==> config.mk <==
export PLATFORM = sky130hd
export DESIGN_NAME = qrt_cordic
export DESIGN_NICKNAME = d
export VERILOG_FILES = /design/src/rtl/qrt_pkg.sv /design/src/rtl/qrt_cordic.sv
export SDC_FILE = /design/constraint.sdc
export NUM_CORES = 2
export LEC_CHECK = 0
export BUFFER_PORTS_ARGS = -buffer_cell sky130_fd_sc_hd__buf_2
export CAP_MARGIN = 20
export CORE_UTILIZATION = 55
export DETAILED_ROUTE_END_ITERATION = 8
export HOLD_SLACK_MARGIN = 0.08
export PLACE_DENSITY_LB_ADDON = 0.25
export SLEW_MARGIN = 20
export SYNTH_ARGS = -nofsm -noshare
export SYNTH_HDL_FRONTEND = slang
export SYNTH_SLANG_ARGS = --single-unit
export TNS_END_PERCENT = 20
==> constraint.sdc <==
create_clock -name clock -period 7.7 [get_ports clock]
set_clock_uncertainty 0.05 [all_clocks]
set_input_delay 0.77 -clock clock [delete_from_list [all_inputs] [get_ports clock]]
set_output_delay 0.77 -clock clock [all_outputs]
set_load 0.1 [all_outputs]
==> src/rtl/qrt_pkg.sv <==
package qrt_pkg;

   typedef struct packed {
      logic signed [15:0] cur_w;
      logic signed [15:0] cur_x;
      logic signed [15:0] cur_y;
      logic signed [15:0] cur_z;
      logic signed [15:0] tgt_w;
      logic signed [15:0] tgt_x;
      logic signed [15:0] tgt_y;
      logic signed [15:0] tgt_z;
      logic        [15:0] step_limit;
   } req_word_type;

   typedef struct packed {
      logic signed [15:0] out_w;
      logic signed [15:0] out_x;
      logic signed [15:0] out_y;
      logic signed [15:0] out_z;
      logic        [1:0]  outcome;
   } rsp_word_type;

   localparam logic [1:0] OUTCOME_KEEP   = 2'd0;
   localparam logic [1:0] OUTCOME_TARGET = 2'd1;
   localparam logic [1:0] OUTCOME_INTERP = 2'd2;

   localparam logic [15:0] PI_Q14     = 16'd51472;
   localparam logic [15:0] TINY_LIMIT = 16'd17;
   localparam logic signed [33:0] DOT_SNAP = 34'sd1073634449;
   localparam logic [30:0] ONE_Q30    = 31'd1073741824;
   localparam logic signed [31:0] GAIN_Q30 = 32'sd652032874;
   localparam int CORDIC_STEPS = 16;

   function automatic logic signed [17:0] atan_q16(input logic [3:0] i);
      logic signed [17:0] r;
      case (i)
         4'd0: r = 18'sd51472;
         4'd1: r = 18'sd30386;
         4'd2: r = 18'sd16055;
         4'd3: r = 18'sd8150;
         4'd4: r = 18'sd4091;
         4'd5: r = 18'sd2047;
         4'd6: r = 18'sd1024;
         4'd7: r = 18'sd512;
         4'd8: r = 18'sd256;
         4'd9: r = 18'sd128;
         4'd10: r = 18'sd64;
         4'd11: r = 18'sd32;
         4'd12: r = 18'sd16;
         4'd13: r = 18'sd8;
         4'd14: r = 18'sd4;
         default: r = 18'sd2;
      endcase
      return r;
   endfunction

   typedef struct packed {
      logic [1:0] outcome;
      logic       done;
   } ctl_type;

endpackage

==> src/rtl/qrt_cordic.sv <==
module qrt_cordic
   import qrt_pkg::*;
#(
   parameter int TW = 8
)(
   input  logic               clock,
   input  logic               reset,
   input  logic               adv,
   input  logic               in_valid,
   input  logic               vec_mode,
   input  logic signed [33:0] in_x,
   input  logic signed [33:0] in_y,
   input  logic signed [19:0] in_z,
   input  logic [TW-1:0]      in_tag,
   output logic               out_valid,
   output logic signed [33:0] out_y,
   output logic signed [19:0] out_z,
   output logic [TW-1:0]      out_tag
);
   localparam int N = CORDIC_STEPS;

   logic               vld_ff [N+1];
   logic signed [33:0] x_ff   [N+1];
   logic signed [33:0] y_ff   [N+1];
   logic signed [19:0] z_ff   [N+1];
   logic [TW-1:0]      tag_ff [N+1];

   always_comb begin
      vld_ff[0] = in_valid;
      x_ff[0]   = in_x;
      y_ff[0]   = in_y;
      z_ff[0]   = in_z;
      tag_ff[0] = in_tag;
   end

   for (genvar i = 0; i < N; i++) begin : g_it
      logic signed [33:0] dx, dy, x_in, y_in;
      logic signed [19:0] z_in;
      logic               pos;
      always_comb begin
         dx  = y_ff[i] >>> i;
         dy  = x_ff[i] >>> i;
         pos = vec_mode ? (y_ff[i] > 0) : (z_ff[i] >= 0);
         if (vec_mode == pos) begin
            x_in = x_ff[i] + dx;
            y_in = y_ff[i] - dy;
         end else begin
            x_in = x_ff[i] - dx;
            y_in = y_ff[i] + dy;
         end
         if (vec_mode) begin
            z_in = pos ? z_ff[i] + 20'(atan_q16(4'(i))) : z_ff[i] - 20'(atan_q16(4'(i)));
         end else begin
            z_in = pos ? z_ff[i] - 20'(atan_q16(4'(i))) : z_ff[i] + 20'(atan_q16(4'(i)));
         end
      end
      always_ff @(posedge clock) begin
         if (reset) begin
            vld_ff[i+1] <= 1'b0;
         end else if (adv) begin
            vld_ff[i+1] <= vld_ff[i];
         end
         if (adv) begin
            x_ff[i+1]   <= x_in;
            y_ff[i+1]   <= y_in;
            z_ff[i+1]   <= z_in;
            tag_ff[i+1] <= tag_ff[i];
         end
      end
   end

   assign out_valid = vld_ff[N];
   assign out_y     = y_ff[N];
   assign out_z     = z_ff[N];
   assign out_tag   = tag_ff[N];
endmodule

==> results.md <==
* Clk Latency, worst-skew pair at 860 ps
* Hold_sp: in_z[4]
* Drt initial violations at 8,358
* Synth top area share at 36.8%
* Max-slew violation count at 0
* Post-synth top area cell: edfxtp_1
* GP Congestion at 0.965
* Rel. slew slack at 31.6%
* Ys flop type: edfxtp_1
* DR WL/cell at roughly 20 microns
* Clock Root Buffer: clkbuf_16
* I/O Buffers at roughly 160
* Die Area at 222,000 sq um
* Clock Pin Slew Worst Setup and Hold Paths at 60 ps
* DRC viols at 0
* Fin Setup TNS at 0 ps
* Initial Utilization at about 56%
* Register area share after synthesis at 37.1%
* Worst Hold Class: primary input to register
* Max Clk Rate at around 140 MHz
* DP HPWL at 252 mm
* Crit-path cells: nor4_1 > nand4b_1 > nand2b_1 > nor2_1 > nand3b_1 > or4_4 > and2_4 > mux2i_4 > o21ai_0 > xor2_1 > ha_1 > o21a_1 > o31a_1 > o31ai_1 > o21ai_0 > nand2_1 > a31oi_1 > a221o_1 > a31oi_1 > nor4_1 > o41ai_1 > xnor2_1
* Clk buf depth at 3
* Chip height at ~470 microns
* Setup CP Type: register to register
* Yosys cell types at 112
* Actual slew at the worst max-slew pin at 1030 ps
* Crit path DAT at about 7500 ps
* Worst path buffer plus inverter count at 0
* TritonCTS Sinks at 1,502
* Outcome: finished clean
* Setup crit start: g_it[6].dx[8]
* Period utilization at between 90% and 100%
* Synth Net Count at around 14k
* Vias per cell at 6.19
* Critical Path Fanout Max at 26
* Vias in the first global route at around 94k
* Synth warn at 0
* Async SR Flop Fraction at 0%
* Final Hold Viols at 0
* Most common cell in the netlist: edfxtp_1
* Die Span X at about 470 microns
* P&R area growth vs syn at 7.92%
* DRT Wirelength at 321 mm
* Top delay family on crit path: simple AND/OR/NAND/NOR gates
* Post-synthesis register bit count at between 1.5k and 2k
* Gr ovfl total at 0
* Synth Area per Inst at between 9 and 10 sq um
* RSZ-0062 raised after global routing: no
* CP required at 8210 ps
* Largest net degree at the start of global routing at 171
* First-pass detailed-route iteration total at 8
* Core ar. at 218,000 sq um
* Area contributors post-synth: edfxtp_1, ha_1, xnor2_1, a21oi_1, xor2_1
* Final setup vio count at 0
* Max-cap violations at 0
* Layout Nets at approximately 14k
* Layout cells sized above 1 at 5.31%
* GRT Util Overall at around 28%
* Synthesized cell area at 121,000 sq um
* Max incr delay on CP at 620 ps
* Worst hold slack at 209 ps
* Slowest cell on the critical path: mux2i_4
* Most frequent cells after synthesis: edfxtp_1, xnor2_1, a21oi_1, ha_1, nor2_1
* Post-synth EDFFs at roughly 1.5k
* Element type at the critical path end: register
* Startpoint Class: register
* Via count at 97.3k
* TritonCTS clock tree: built
* Antenna violations before repair at 6
* I/O Pins at 164
* Num rows at 171
* Minimum clock period at approximately 7000 ps
* First-pass GRT wire length at 507 mm
* Worst r2r src: g_it[6].dx[8]
* H-tree depth at 4
* TritonCTS Buffers at 171
* Mapped Cells at between 10k and 15k
* Post-CTS setup buffers at 0
* Antenna-violating nets left at 0
==> worst paths after layout <==
kind	endpoint	cells after the start	slack (ps)
worst max register to register	g_it[7].dx[25]	22	690
worst min register to register	tag_ff[108]	0	340
worst min-delay path	z_ff[304]	2	210
worst max-delay path	g_it[7].dx[25]	22	690
==> kinds of logic (layout without fill, tap and decap cells) <==
family	after synthesis	count (layout)	share of synthesized area [%]
AOI/OAI and AO/OA	3697	3697	19.3
and+or+nand+nor	3415	3415	14.1
xor gates and xnor gates	1838	1838	13.3
DFF	1502	1502	37.1
adders and majority gates	1153	1153	12.1
buffers and inverters	917	1135	3.11
muxes	114	114	0.977
other	0	5	0
==> per-layer routing <==
layer | vias to the layer above | share of wire [%] | track usage, %
met3 | 557 | 5.7 | 3.60
met1 | 46675 | 44 | 37.4
li1 | 47092 | - | -
met2 | 3010 | 48 | 47.5
met4 | 0 | 2.7 | 7.92
met5 | - | 0 | 0
==> sequential cells by signal, indices dropped and copies added (netlist names) <==
register and count:
g_it.dx 390, g_it.dy 390, out_tag 8, out_valid 1
out_y 34, out_z 20, tag_ff 120, vld_ff 15
x_ff 105, y_ff 119, z_ff 300
==> cell usage in the layout (no fill, tap or decap), types with 171 or more instances in the layout <==
master,count
o31ai_1,227
o21a_1,182
xnor2_1,1181
nor3_1,332
xor2_1,657
nor2b_1,180
o21ai_0,744
edfxtp_1,1486
a21oi_1,1172
ha_1,1122
inv_1,571
nand2_1,720
nand2b_1,217
nand3_1,264
clkbuf_16,171
nor2_1,871
a21o_1,443
==> metrics by stage <==
step	utilization [%]	worst slack [ps]	instance area, sq um	std cells
after floorplan	-	1790	121000	12636
after global placement	57.2	849	125000	15377
after detailed placement	57.2	725	125000	15377
after CTS	60.0	716	131000	15708
after global routing	60.0	135	131000	15711
final	60.0	687	131000	15713
==> what timing repair did <==
item                                    in CTS  in global routing
endpoints found under the setup margin       0                  0
hold buffers                                13                  0
resized for setup                            0                  0
hold endpoints to repair                    13                  0
==> area by class of cell <==
cell class	instances	area, sq um
diodes	5	12.5
clock buffers	201	4390
clock inverters	117	1570
fillers	18394	87200
inverters	574	2150
multi-input cells	10217	72600
flip-flops and latches	1502	44900
well taps	2854	3570
repair buffers	243	1540
Power is left out: the tool's default activity adds up to more than one toggle a clock period on the data nets, which glitch-free logic cannot reach.
